--- src/design/pvt_pkg.sv ---
// ----------------------------------------------------------------------------
// pvt_pkg
// Shared types and constants of the pointer velocity tracker.
// ----------------------------------------------------------------------------
package pvt_pkg;

  localparam int SUM_W = 28;

  localparam logic [7:0] DIR_N = 8'h01;
  localparam logic [7:0] DIR_E = 8'h04;
  localparam logic [7:0] DIR_S = 8'h10;
  localparam logic [7:0] DIR_W = 8'h40;

  // tan(22.5 deg) as 414/1000
  localparam logic [9:0] THR_NUM = 10'd414;
  localparam logic [9:0] THR_DEN = 10'd1000;

  typedef enum logic [2:0] {
    REG_CORR  = 3'd0,
    REG_CONST = 3'd1,
    REG_ABS   = 3'd2,
    REG_REL   = 3'd3,
    REG_FIRST = 3'd4,
    REG_EXP   = 3'd5
  } reg_idx_t;

  typedef struct packed {
    logic [15:0] correction_gain;
    logic [15:0] constant_gain;
    logic [31:0] max_abs_jump;
    logic [15:0] max_rel_jump;
    logic [3:0]  first_usable_offset;
    logic [15:0] expire_ms;
  } cfg_t;

  // request to the shared divide unit
  typedef struct packed {
    logic        start;
    logic [63:0] num;
    logic [39:0] den;
  } div_req_t;

  typedef struct packed {
    logic        done;
    logic [63:0] quot;
  } div_rsp_t;

endpackage

--- src/design/pvt_div.sv ---
// ----------------------------------------------------------------------------
// pvt_div
// Shared restoring divider, one quotient bit a cycle, 64-bit numerator.
// ----------------------------------------------------------------------------
module pvt_div (
  input  logic             clk,
  input  logic             rst,
  input  pvt_pkg::div_req_t req,
  output pvt_pkg::div_rsp_t rsp
);
  import pvt_pkg::*;

  logic [63:0] quot;
  logic [40:0] rem;
  logic [39:0] den;
  logic [6:0]  cnt;
  logic        busy;
  logic        done;
  logic [40:0] trial;

  assign trial = {rem[39:0], quot[63]} - {1'b0, den};

  always_ff @(posedge clk) begin
    if (rst) begin
      busy <= 1'b0;
      done <= 1'b0;
    end else begin
      // pulse with the last quotient bit
      done <= !req.start && busy && (cnt == 7'd1);
      if (req.start) begin
        busy <= 1'b1;
        quot <= req.num;
        den  <= req.den;
        rem  <= '0;
        cnt  <= 7'd64;
      end else if (busy) begin
        if (!trial[40]) begin
          rem  <= trial;
          quot <= {quot[62:0], 1'b1};
        end else begin
          rem  <= {rem[39:0], quot[63]};
          quot <= {quot[62:0], 1'b0};
        end
        cnt <= cnt - 7'd1;
        if (cnt == 7'd1) begin
          busy <= 1'b0;
        end
      end
    end
  end

  assign rsp = {done, quot};
endmodule

--- config.mk ---
export PLATFORM = sky130hd
export DESIGN_NAME = pvt_div
export DESIGN_NICKNAME = d
export VERILOG_FILES = /design/src/design/pvt_pkg.sv /design/src/design/pvt_div.sv
export SDC_FILE = /design/constraint.sdc
export NUM_CORES = 1
export LEC_CHECK = 0
export BUFFER_PORTS_ARGS = -buffer_cell sky130_fd_sc_hd__buf_2
export CAP_MARGIN = 20
export CELL_PAD_IN_SITES_DETAIL_PLACEMENT = 1
export CELL_PAD_IN_SITES_GLOBAL_PLACEMENT = 2
export CORE_MARGIN = 2
export CORE_UTILIZATION = 30
export DETAILED_ROUTE_END_ITERATION = 8
export PLACE_DENSITY = 0.74
export SLEW_MARGIN = 20
export SYNTH_ARGS = -nofsm -noshare
export SYNTH_HDL_FRONTEND = slang
export SYNTH_SLANG_ARGS = --single-unit
--- constraint.sdc ---
create_clock -name clk -period 5.6 [get_ports clk]
set_input_delay 0.28 -clock clk [delete_from_list [all_inputs] [get_ports clk]]
set_output_delay 0.28 -clock clk [all_outputs]
set_load 0.01 [all_outputs]
==> results of run 1 <==
==> layout make-up <==
class / instances / area, µm²
clock buffers: 17 / 425.4
clock inverters: 15 / 161.4
fillers: 3243 / 18090
inverters: 54 / 202.7
multi-input cells: 505 / 3799
flip-flops and latches: 153 / 4574
well taps: 384 / 480.5
repair buffers: 181 / 970.9
==> worst max-delay path: cells and delay by family (launching register included) <==
| kind | cells | cell delay (ps) |
|---|---|---|
| AO/OA/AOI/OAI | 5 | 1070 |
| adder cells (fa/ha/maj) | 2 | 650 |
| buffers and inverters | 2 | 330 |
| multiplexers | 1 | 220 |
| AND/OR/NAND/NOR | 2 | 270 |
| flip-flops | 1 | 370 |
| XOR/XNOR | 1 | 690 |
==> routing by layer <==
metal,part of all wire [%],wire [µm],up-vias
li1,-,-,3097
met1,44,10850,3098
met2,47,11590,177
met3,7.0,1722,23
met4,1.4,347,2
met5,0.065,16,-
==> logic make-up (layout without fill, tap and decap cells) <==
kind of cell	Yosys count	count (layout)	share of synthesized area, %
AND/OR/NAND/NOR	175	175	9.625
multiplexers	92	92	11.44
buffers and inverters	91	267	4.591
adder cells (fa/ha/maj)	43	43	6.236
AO/OA/AOI/OAI	160	160	12.23
XOR/XNOR	35	35	3.590
flip-flops	153	153	52.29
==> through the flow <==
stage          hold slack, ps  setup slack, ps  power [mW]  instances
6_report                10.18             1658       3.639       1309
5_1_grt                0.9103             1295       3.833       1309
4_1_cts                0.4757             1565       3.681       1309
3_5_place_dp            458.9             1578       2.484       1272
3_3_place_gp            457.1             1754       2.468       1272
2_1_floorplan           378.9             1345       2.212        749
==> report_power, final <==
group          internal (mW)  switching, mW  total [mW]
Sequential              1.40         0.0575        1.46
Combinational          0.429          0.570       0.999
Clock                  0.664          0.521        1.18
==> worst paths after layout <==
kind / from / to / slack [ps] / depth (start not counted)
worst min-delay path: req[6] / den[6]$_DFFE_PP_ / 10 / 1
worst max register to register: quot[63]$_DFFE_PP_ / rem[28]$_SDFFCE_PP0P_ / 1660 / 13
worst min register to register: busy$_SDFF_PP0_ / done$_SDFF_PP0_ / 500 / 2
worst max-delay path: quot[63]$_DFFE_PP_ / rem[28]$_SDFFCE_PP0P_ / 1660 / 13
==> timing repair <==
item                      CTS  global route
buffers inserted            0             0
hold endpoints to repair    5             0
hold buffers                5             0
gates resized for setup     0             0
==> layout by cell type (no fill, tap or decap), types with 7 or more instances in the layout <==
| cell type | synthesis | routed |
|---|---|---|
| buf_2 | 8 | 170 |
| edfxtp_1 | 151 | 151 |
| mux2_2 | 64 | 64 |
| nor2_1 | 66 | 64 |
| inv_1 | 54 | 54 |
| a21oi_1 | 52 | 52 |
| ha_1 | 42 | 42 |
| nand2_1 | 32 | 32 |
| mux2i_1 | 28 | 28 |
| xnor2_1 | 24 | 24 |
| o21ai_0 | 22 | 22 |
| a21o_1 | 18 | 18 |
| nand3_1 | 18 | 18 |
| clkbuf_16 | 0 | 17 |
| nor3_1 | 13 | 13 |
| nand2b_1 | 12 | 12 |
| xor2_1 | 10 | 10 |
| a211oi_1 | 9 | 9 |
| o21a_1 | 8 | 8 |
| and3_1 | 7 | 7 |
| a31oi_1 | 7 | 7 |
| o21bai_1 | 7 | 7 |
==> sequential cells by signal, indices dropped and copies added, names as in the netlist <==
signal	flops
done	1
busy	1
den	40
cnt	7
rem	40
quot	64
==> results.md, run 1 <==
* Final hold vios at 0
* Top-count cell post-synth: edfxtp_1
* Clock sink total at between 150 and 200
* Worst-case clock buffer depth at 2
* CP endpoint kind: register
* Max-slew violation count at 0
* Antenna Violating Nets Remaining at 0
* Diode count at 0
* Routed via count at 6397
* Crit-path slowest cell: xor2_4
* Final design utilization at 36.98%
* Die width at around 170 µm
* Final period demand of the worst path at 3942 ps
* Cell taking the most area after synthesis: edfxtp_1
* HPWL Detailed at 18310 µm
* Peak supply drop at 0.2398 mV
* Synth warnings at 0
* Post-synth EDFFs at around 150
* Total Routing Usage GR at 16.31%
* Buffers on Ports at 171
* Gpl congestion at between 0.8 and 0.9
* CTS tree: yes
* TritonRoute pass-1 iters at 4
* Die height at 174.8 µm
* Power Dens Cells at 342.9 mW/mm²
* Maximum fanout along the worst path at 29
* Share of cells above drive strength 1 at roughly a third
* Post-synth top cells: edfxtp_1, nor2_1, mux2_2
* Rows at 62
* Met3 Use GR at approximately 5.6%
* Avg WL per Cell at 18.73 µm
* Area Growth Syn to Fin at 21.32%
* Leakage Power at 4.361 nW
* Status: completed
* Worst Path Arrival at 4100 ps
* RSZ-0062 raised after global routing: false
* Crit path kind: reg -> reg
* Final design area excluding fillers at 0.01061 mm²
* Die area at between 0.03 and 0.04 mm²
* Seq/Total Area, Yosys at about 52%
* Synthesized area at 0.008748 mm²
* Worst stage delay on the critical path at just under 700 ps
* Final worst path period share at between 70% and 80%
* Core area at 0.02870 mm²
* Synth Flop Type: edfxtp_1
* Routing usage on met1 at about a fifth
* DRC at 0
* First-pass GRT wire length at 38480 µm
* WL final at 24520 µm
* Mapped Cells at approximately 750
* Post-synthesis async set-or-reset flop share at 0%
* Final setup TNS at 0 ps
* Number of global-route vias before repair at 6964
* Global route overflow at 0
* Initial core utilization at 30.48%
* Met2 Usage GRT at between 20% and 30%
* Worst Skew at approximately 22 ps
* Max-Cap Viols at 0
* Synth Net Count at 899
* Clock Latency Late Sink at 440 ps
* Crit path launch type: register
* Post-Syn Area per Cell at around 12 µm²
* Setup violators final at 0
* Most numerous cell on the critical path: a21oi_2
* Clock Pin Slew Worst Setup and Hold Paths at 70 ps
* Drt via density at 4.887
* CTS root buf: clkbuf_16
* Share of the synthesized area in the top cell type at 51.83%
* Area after DPL at between 0.009 and 0.01 mm²
* # IOs at 172
* Area contributors post-synth: edfxtp_1, mux2_2, ha_1
* Gr busiest metal: met2
* TritonCTS buffer count at 17
* Worst EP required at 5760 ps
* Initial antenna violation count at 3
* Worst slew margin at 41.34%
* Hold WC Path Type: in -> reg
* Distinct cells, synth at 62
* Worst-Margin Slew at 857.8 ps
* DR iter-0 viols at 281
* Fmax at 253.7 MHz
* H-tree depth at 4
* Synth Register Bits at 153
* Cell Chain, Critical Path: inv_1 -> ha_1 -> fa_1 -> nand2b_1 -> a21oi_2 -> o211ai_1 -> a21oi_1 -> o31ai_4 -> a21oi_2 -> xor2_4 -> buf_12 -> mux2i_1 -> nor2_1
* Largest net degree at the start of global routing at 86
* # nets final at between 1000 and 1500
(Power assumes the default switching activity.)
==> run 2: changes to the inputs <==
--- a/config.mk
+++ b/config.mk
@@ -5,6 +5,7 @@
 export SDC_FILE = /design/constraint.sdc
 export NUM_CORES = 1
 export LEC_CHECK = 0
+export ABC_AREA = 1
 export BUFFER_PORTS_ARGS = -buffer_cell sky130_fd_sc_hd__buf_2
 export CAP_MARGIN = 20
 export CELL_PAD_IN_SITES_DETAIL_PLACEMENT = 1
@@ -12,7 +13,7 @@
 export CORE_MARGIN = 2
 export CORE_UTILIZATION = 30
 export DETAILED_ROUTE_END_ITERATION = 8
-export PLACE_DENSITY = 0.74
+export PLACE_DENSITY = 0.79
 export SLEW_MARGIN = 20
 export SYNTH_ARGS = -nofsm -noshare
 export SYNTH_HDL_FRONTEND = slang
==> constraint.sdc (replaced) <==
create_clock -name clk -period 4.1 [get_ports clk]
set_input_delay 0.205 -clock clk [delete_from_list [all_inputs] [get_ports clk]]
set_output_delay 0.205 -clock clk [all_outputs]
set_load 0.01 [all_outputs]
==> results.md, run 2 <==
* Status: completed
* Distinct cells, synth at 38 (-39%)
* # nets final at 1643 (+55%)
* TritonCTS buffer count at 17 (unchanged)
* Total Routing Usage GR at 18.69% (+2.4 points)
* FF+latch area at 0.004574 mm² (unchanged)
* Die area at 0.03367 mm² (+10%)
* Synth Register Bits at 153 (unchanged)
* Post-synthesis async set-or-reset flop share at 0% (unchanged)
* Synth Net Count at 1431 (+59%)
* Rows at 65 (+4.8%)
* Die width at 183.5 µm (+5.0%)
* Cell taking the most area after synthesis: edfxtp_1
* CTS root buf: clkbuf_16
* Worst-case clock buffer depth at 2 (unchanged)
* Share of the synthesized area in the top cell type at 46.92% (-4.9 points)
* CTS tree: yes
* Die height at 183.5 µm (+5.0%)
* Global route overflow at 0 (unchanged)
* Max-Cap Viols at 0 (unchanged)
* Area occupied by multi-input gates at 0.004169 mm² (+9.7%)
* Final design area excluding fillers at 0.01201 mm² (+13%)
* Crit path launch type: register
* Synth Flop Type: edfxtp_1
* Max reg flops at 64 (unchanged)
* Mapped Cells at 1281 (+71%)
* First-pass GRT wire length at 48920 µm (+27%)
* WL met2 at 13890 µm (+20%)
* Area contributors post-synth: edfxtp_1, nand2_1, inv_1
* Max-slew violation count at 0 (unchanged)
* Hold WC Path Type: in -> reg
* Peak supply drop at 0.3175 mV (+32%)
* Number of global-route vias before repair at 9107 (+31%)
* Worst Skew at 16.77 ps (-5.346 ps)
* H-tree depth at 4 (unchanged)
* Worst Path Arrival at 3140 ps (-960 ps)
* Worst EP required at 4310 ps (-1450 ps)
* Routed via count at 8618 (+35%)
* Largest net degree at the start of global routing at 72 (-16%)
* Fill cells at 3905 (+20%)
* Largest regs: quot x64, den x40, rem x40
* Final worst path period share at 71.62% (+1.2 points)
* Post-synth EDFFs at 151 (unchanged)
* Fmax at 340.5 MHz (+34%)
* TritonRoute pass-1 iters at 4 (unchanged)
* Leakage Power at 6.104 nW (+40%)
* DR iter-0 viols at 314 (+12%)
* Finished Layout Cells at 1908 (+46%)
* Synth warnings at 0 (unchanged)
* Leading cell type in the layout, fill and taps excluded: nand2_1
* Setup violators final at 0 (unchanged)
* Inst Count DP at 1835 (+44%)
* Synthesized area at 0.009664 mm² (+10%)
* Gpl congestion at 0.8471 (+1.6%)
* Drt via density at 4.517 (-7.6%)
* Seq/Total Area, Yosys at 47.33% (-5.0 points)
* # IOs at 172 (unchanged)
* Initial antenna violation count at 0 (-3)
* HPWL Detailed at 23220 µm (+27%)
* RSZ-0062 raised after global routing: false
* Diode count at 0 (unchanged)
* Biggest register: quot
* Wl on met1 at 13590 µm (+25%)
* Final hold slack at 24.06 ps (+13.88 ps)
* DRC at 0 (unchanged)
* Share of cells above drive strength 1 at 16.27% (-15 points)
* Max Used Layer: met4
* Worst-Margin Slew at 803.9 ps (-53.83 ps)
* DR WL met3 at 2050 µm (+19%)
* Crit path kind: reg -> reg
* Clock sink total at 153 (unchanged)
* Final period demand of the worst path at 2937 ps (-1006 ps)
* Power Dens Cells at 422.0 mW/mm² (+23%)
* Setup Fix Bufs, Post-CTS at 0 (unchanged)
* Top-count cell post-synth: nand2_1
* Initial core utilization at 30.55% (+0.068 points)
* Post-synth top cells: nand2_1, inv_1, edfxtp_1
* Worst slew margin at 46.40% (+5.1 points)
* Clock Latency Late Sink at 450 ps (about the same)
* Most frequent cells in the layout: nand2_1, inv_1, buf_2, edfxtp_1, nor2_1
* Maximum fanout along the worst path at 29 (unchanged)
* Avg WL per Cell at 15.68 µm (-16%)
* Clock Pin Slew Worst Setup and Hold Paths at 70 ps (about the same)
* Area Growth Syn to Fin at 24.25%
* Final hold vios at 0 (unchanged)
* Area after DPL at 0.01101 mm² (+10%)
* Post-Syn Area per Cell at 7.544 µm² (-35%)
* Core area at 0.03164 mm² (+10%)
* WL final at 29920 µm (+22%)
* Final setup TNS at 0 ps (unchanged)
* Antenna Violating Nets Remaining at 0 (unchanged)
* Buffers on Ports at 171 (unchanged)
* CP endpoint kind: register
-- run 2: cell types whose count changed in the layout (fill, tap and decap cells not counted), sizes merged, moves of 11 or more --
cell | previous run | this run
xnor2 | 24 | 0
nand3 | 18 | 37
mux2 | 64 | 0
inv | 60 | 213
a21o | 19 | 1
nand2 | 32 | 562
nor2 | 66 | 141
o21ai | 23 | 12
nand2b | 12 | 0
dlygate4sd3 | 5 | 41
xor2 | 11 | 24
mux2i | 28 | 0
a21oi | 54 | 39
-- run 2: worst max-delay path, cell delays in order (launching register included) --
cell,delay (ps)
edfxtp_1,380
inv_1,50
ha_1,220
fa_1,420
inv_1,100
nand2_1,50
nand2_1,70
nand3_1,80
nand2_2,120
nand2_1,80
nand3_2,110
nand2_2,80
nand2_2,80
nand2_2,50
nand2_2,500
nand2_1,140
nand2_1,100
nor2_1,50
-- run 2: routing by layer --
layer / global-route usage, % / vias to the layer above
met1: 23.32 / 4031
li1: - / 4385
met4: 4.736 / 0
met3: 5.923 / 21
met2: 31.31 / 181
met5: 0 / -
-- run 2: logic make-up after synthesis --
family,count (synthesis),synth area share (%)
XOR/XNOR,24,2.175
flip-flops,153,47.33
AND/OR/NAND/NOR,766,31.76
adder cells (fa/ha/maj),43,5.645
buffers and inverters,235,9.723
AO/OA/AOI/OAI,60,3.366
-- run 2: layout make-up --
type,count,area share (%)
Tap cell,402,4.189
Clock inverter,15,1.375
Inverter,208,6.512
Sequential cell,153,38.10
Timing Repair Buffer,220,11.57
Multi-Input combinational cell,893,34.72
Clock buffer,17,3.543
-- run 2: path summary, 6_finish.rpt --
check                           from               endpoint  slack, ps  cells after the start
setup / recovery  quot[63]$_DFFE_PP_  rem[29]$_SDFFCE_PP0P_       1160                     17
hold / removal               req[84]     quot[44]$_DFFE_PP_         20                      3
setup reg to reg  quot[63]$_DFFE_PP_  rem[29]$_SDFFCE_PP0P_       1160                     17
hold reg to reg      busy$_SDFF_PP0_        done$_SDFF_PP0_        530                      2
-- run 2: power by group --
group | total [mW] | switching, mW | internal (mW)
sequential | 1.98 | 0.0743 | 1.90
combinational | 1.45 | 0.952 | 0.496
clock | 1.64 | 0.729 | 0.911
total | 5.07 | 1.76 | 3.31
-- run 2: per-stage QoR --
step	setup WS (ps)	util, %	total power [mW]
global route	870.3	37.96	5.406
detailed placement	1124	34.79	3.446
CTS	1106	37.96	5.150
global placement	1310	34.79	3.415
finish	1163	37.96	5.067
floorplan	985.7	-	3.004
-- run 2: repair_timing --
action	in CTS	in global routing
endpoints found under the hold margin	41	0
hold buffers	41	0
gates resized for setup	0	0
==> run 3: changes to the inputs <==
--- a/config.mk
+++ b/config.mk
@@ -11,7 +11,7 @@
 export CELL_PAD_IN_SITES_DETAIL_PLACEMENT = 1
 export CELL_PAD_IN_SITES_GLOBAL_PLACEMENT = 2
 export CORE_MARGIN = 2
-export CORE_UTILIZATION = 30
+export CORE_UTILIZATION = 29
 export DETAILED_ROUTE_END_ITERATION = 8
 export PLACE_DENSITY = 0.79
 export SLEW_MARGIN = 20
==> constraint.sdc (replaced) <==
create_clock -name clk -period 2.37 [get_ports clk]
set_input_delay 0.1185 -clock clk [delete_from_list [all_inputs] [get_ports clk]]
set_output_delay 0.1185 -clock clk [all_outputs]
set_load 0.01 [all_outputs]
==> results.md, run 3 (synthesis gave the netlist of run 2 again) <==
* Status: finished, violations left
* Failing checks: negative setup slack
* Clock Pin Slew Worst Setup and Hold Paths at 70 ps (about the same)
* DR iter-0 viols at 387 (+23%)
* Final hold slack at 51.21 ps (+27.15 ps)
* Max-Cap Viols at 0 (unchanged)
* Total Routing Usage GR at 19.43% (+0.74 points)
* RSZ-0062 raised after global routing: true
* Avg WL per Cell at 15.74 µm (+0.36%)
* Area occupied by multi-input gates at 0.005012 mm² (+20%)
* Fmax at 409.8 MHz (+20%)
* Global route overflow at 0 (unchanged)
* Diode count at 0 (unchanged)
* First-pass GRT wire length at 53710 µm (+9.8%)
* Number of global-route vias before repair at 10240 (+12%)
* Max-slew violation count at 0 (unchanged)
* Power Dens Cells at 693.4 mW/mm² (+64%)
* Hold WC Path Type: in -> reg
* Biggest register: quot
* Die height at 186.6 µm (+1.7%)
* Routed via count at 9508 (+10%)
* Antenna Violating Nets Remaining at 0 (unchanged)
* Most frequent cells in the layout: nand2_1, inv_1, buf_2, edfxtp_1, buf_4
* Largest regs: quot x64, den x40, rem x40
* TritonRoute pass-1 iters at 4 (unchanged)
* Fill cells at 3974 (+1.8%)
* Final worst path period share at 103.0% (+31 points)
* Worst EP required at 2590 ps (-1720 ps)
* Worst-case clock buffer depth at 2 (unchanged)
* TritonCTS buffer count at 17 (unchanged)
* Final design utilization at 44.64% (+6.7 points)
* R2r setup slk at -70 ps (-1230 ps)
* FF+latch area at 0.004574 mm² (unchanged)
* Inst Count DP at 1972 (+7.5%)
* Setup violators final at 38 (+38)
* Finished Layout Cells at 2136 (+12%)
* Largest net degree at the start of global routing at 72 (unchanged)
* Initial core utilization at 29.55% (-0.99 points)
* H-tree depth at 4 (unchanged)
* Maximum fanout along the worst path at 7 (-76%)
* Leading cell type in the layout, fill and taps excluded: nand2_1
* HPWL Detailed at 23670 µm (+2.0%)
* Clock sink total at 153 (unchanged)
* Core area at 0.03270 mm² (+3.4%)
* CTS root buf: clkbuf_16
* Worst Path Arrival at 2660 ps (-480 ps)
* Die area at 0.03480 mm² (+3.4%)
* Final hold vios at 0 (unchanged)
* Max reg flops at 64 (unchanged)
* Gpl congestion at 0.8420 (-0.60%)
* Rows at 66 (+1.5%)
* CTS tree: yes
* Drt via density at 4.451 (-1.4%)
* Buffers on Ports at 171 (unchanged)
* Peak supply drop at 0.5411 mV (+70%)
* Final design area excluding fillers at 0.01460 mm² (+22%)
* # IOs at 172 (unchanged)
* Crit path launch type: register
* Worst-Margin Slew at 760.9 ps (-43.05 ps)
* Worst Skew at 12.00 ps (-4.771 ps)
* Clock Latency Late Sink at 450 ps (about the same)
* Share of cells above drive strength 1 at 30.76% (+14 points)
* Leakage Power at 7.124 nW (+17%)
* DRC at 0 (unchanged)
* Area after DPL at 0.01179 mm² (+7.2%)
* Worst slew margin at 49.27% (+2.9 points)
* Worst setup margin at -70.49 ps (-1234 ps)
* Total chip power at 10.12 mW (+100%)
* CP endpoint kind: register
* Crit path kind: reg -> reg
* Area Growth Syn to Fin at 51.04%
* Final period demand of the worst path at 2440 ps (-496.1 ps)
* WL final at 33620 µm (+12%)
* Die width at 186.6 µm (+1.7%)
* # nets final at 1831 (+11%)
* Initial antenna violation count at 0 (unchanged)
## run 3: cell types whose count changed in the layout (fill, tap and decap cells not counted), sizes merged
cell and delta:
dlygate4sd3 +63, inv +3, bufinv -1, clkinvlp +1, clkbuf +2, buf +123, clkinv -3
## run 3: per-stage QoR
stage          setup TNS [ps]  setup slack [ps]
2_1_floorplan          -45200            -336.6
3_3_place_gp           -586.2            -115.3
3_5_place_dp            -2802            -186.7
4_1_cts                -373.4            -50.59
5_1_grt                 -6689            -209.1
6_report                -1068            -70.49
## run 3: what timing repair did
item / 4_1_cts / 5_1_grt
pin swaps: 9 / 35
hold buffers: 103 / 1
gates resized for setup: 97 / 96
cloned: 3 / 3
buffers inserted: 12 / 12
endpoints found under the setup margin: 41 / 41
hold endpoints to repair: 104 / 1
## run 3: critical path, stage by stage (launching register included)
cell and delay, ps:
edfxtp_1 450, ha_4 280, nand2_1 60, nand2_1 100, inv_1 70, nand2_1 110, a21oi_2 200, nand3_4 110
nand2_4 120, nand2_4 80, nand2_4 100, nand2_8 90, buf_12 150, buf_16 150, nor2_4 100, nor2_1 40
## run 3: where the power goes
| part | internal, mW | switching (mW) | leakage [nW] | total (mW) |
|---|---|---|---|---|
| combinational | 1.74 | 2.12 | 5.37 | 3.87 |
| sequential | 3.30 | 0.160 | 1.47 | 3.46 |
| clock | 1.49 | 1.31 | 0.288 | 2.80 |
## run 3: path summary, 6_finish.rpt
path	cells after the start	from	to
hold / removal	3	req[59]	quot[19]$_DFFE_PP_
setup reg to reg	15	rem[22]$_SDFFCE_PP0P_	rem[10]$_SDFFCE_PP0P_
setup / recovery	15	rem[22]$_SDFFCE_PP0P_	rem[10]$_SDFFCE_PP0P_
hold reg to reg	2	quot[38]$_DFFE_PP_	quot[39]$_DFFE_PP_
## run 3: cell type report
type	instances	area share, %
clock buffers	17	2.914
repair buffers	408	21.13
clock inverters	15	1.089
multi-input cells	893	34.34
inverters	208	5.400
well taps	442	3.789
flip-flops and latches	153	31.34
## run 3: layer usage
layer | GRT usage (%) | wire length (µm)
met1 | 23.13 | 14550
met2 | 35.23 | 17060
met3 | 4.834 | 1557
met4 | 4.274 | 450
met5 | 0 | 0
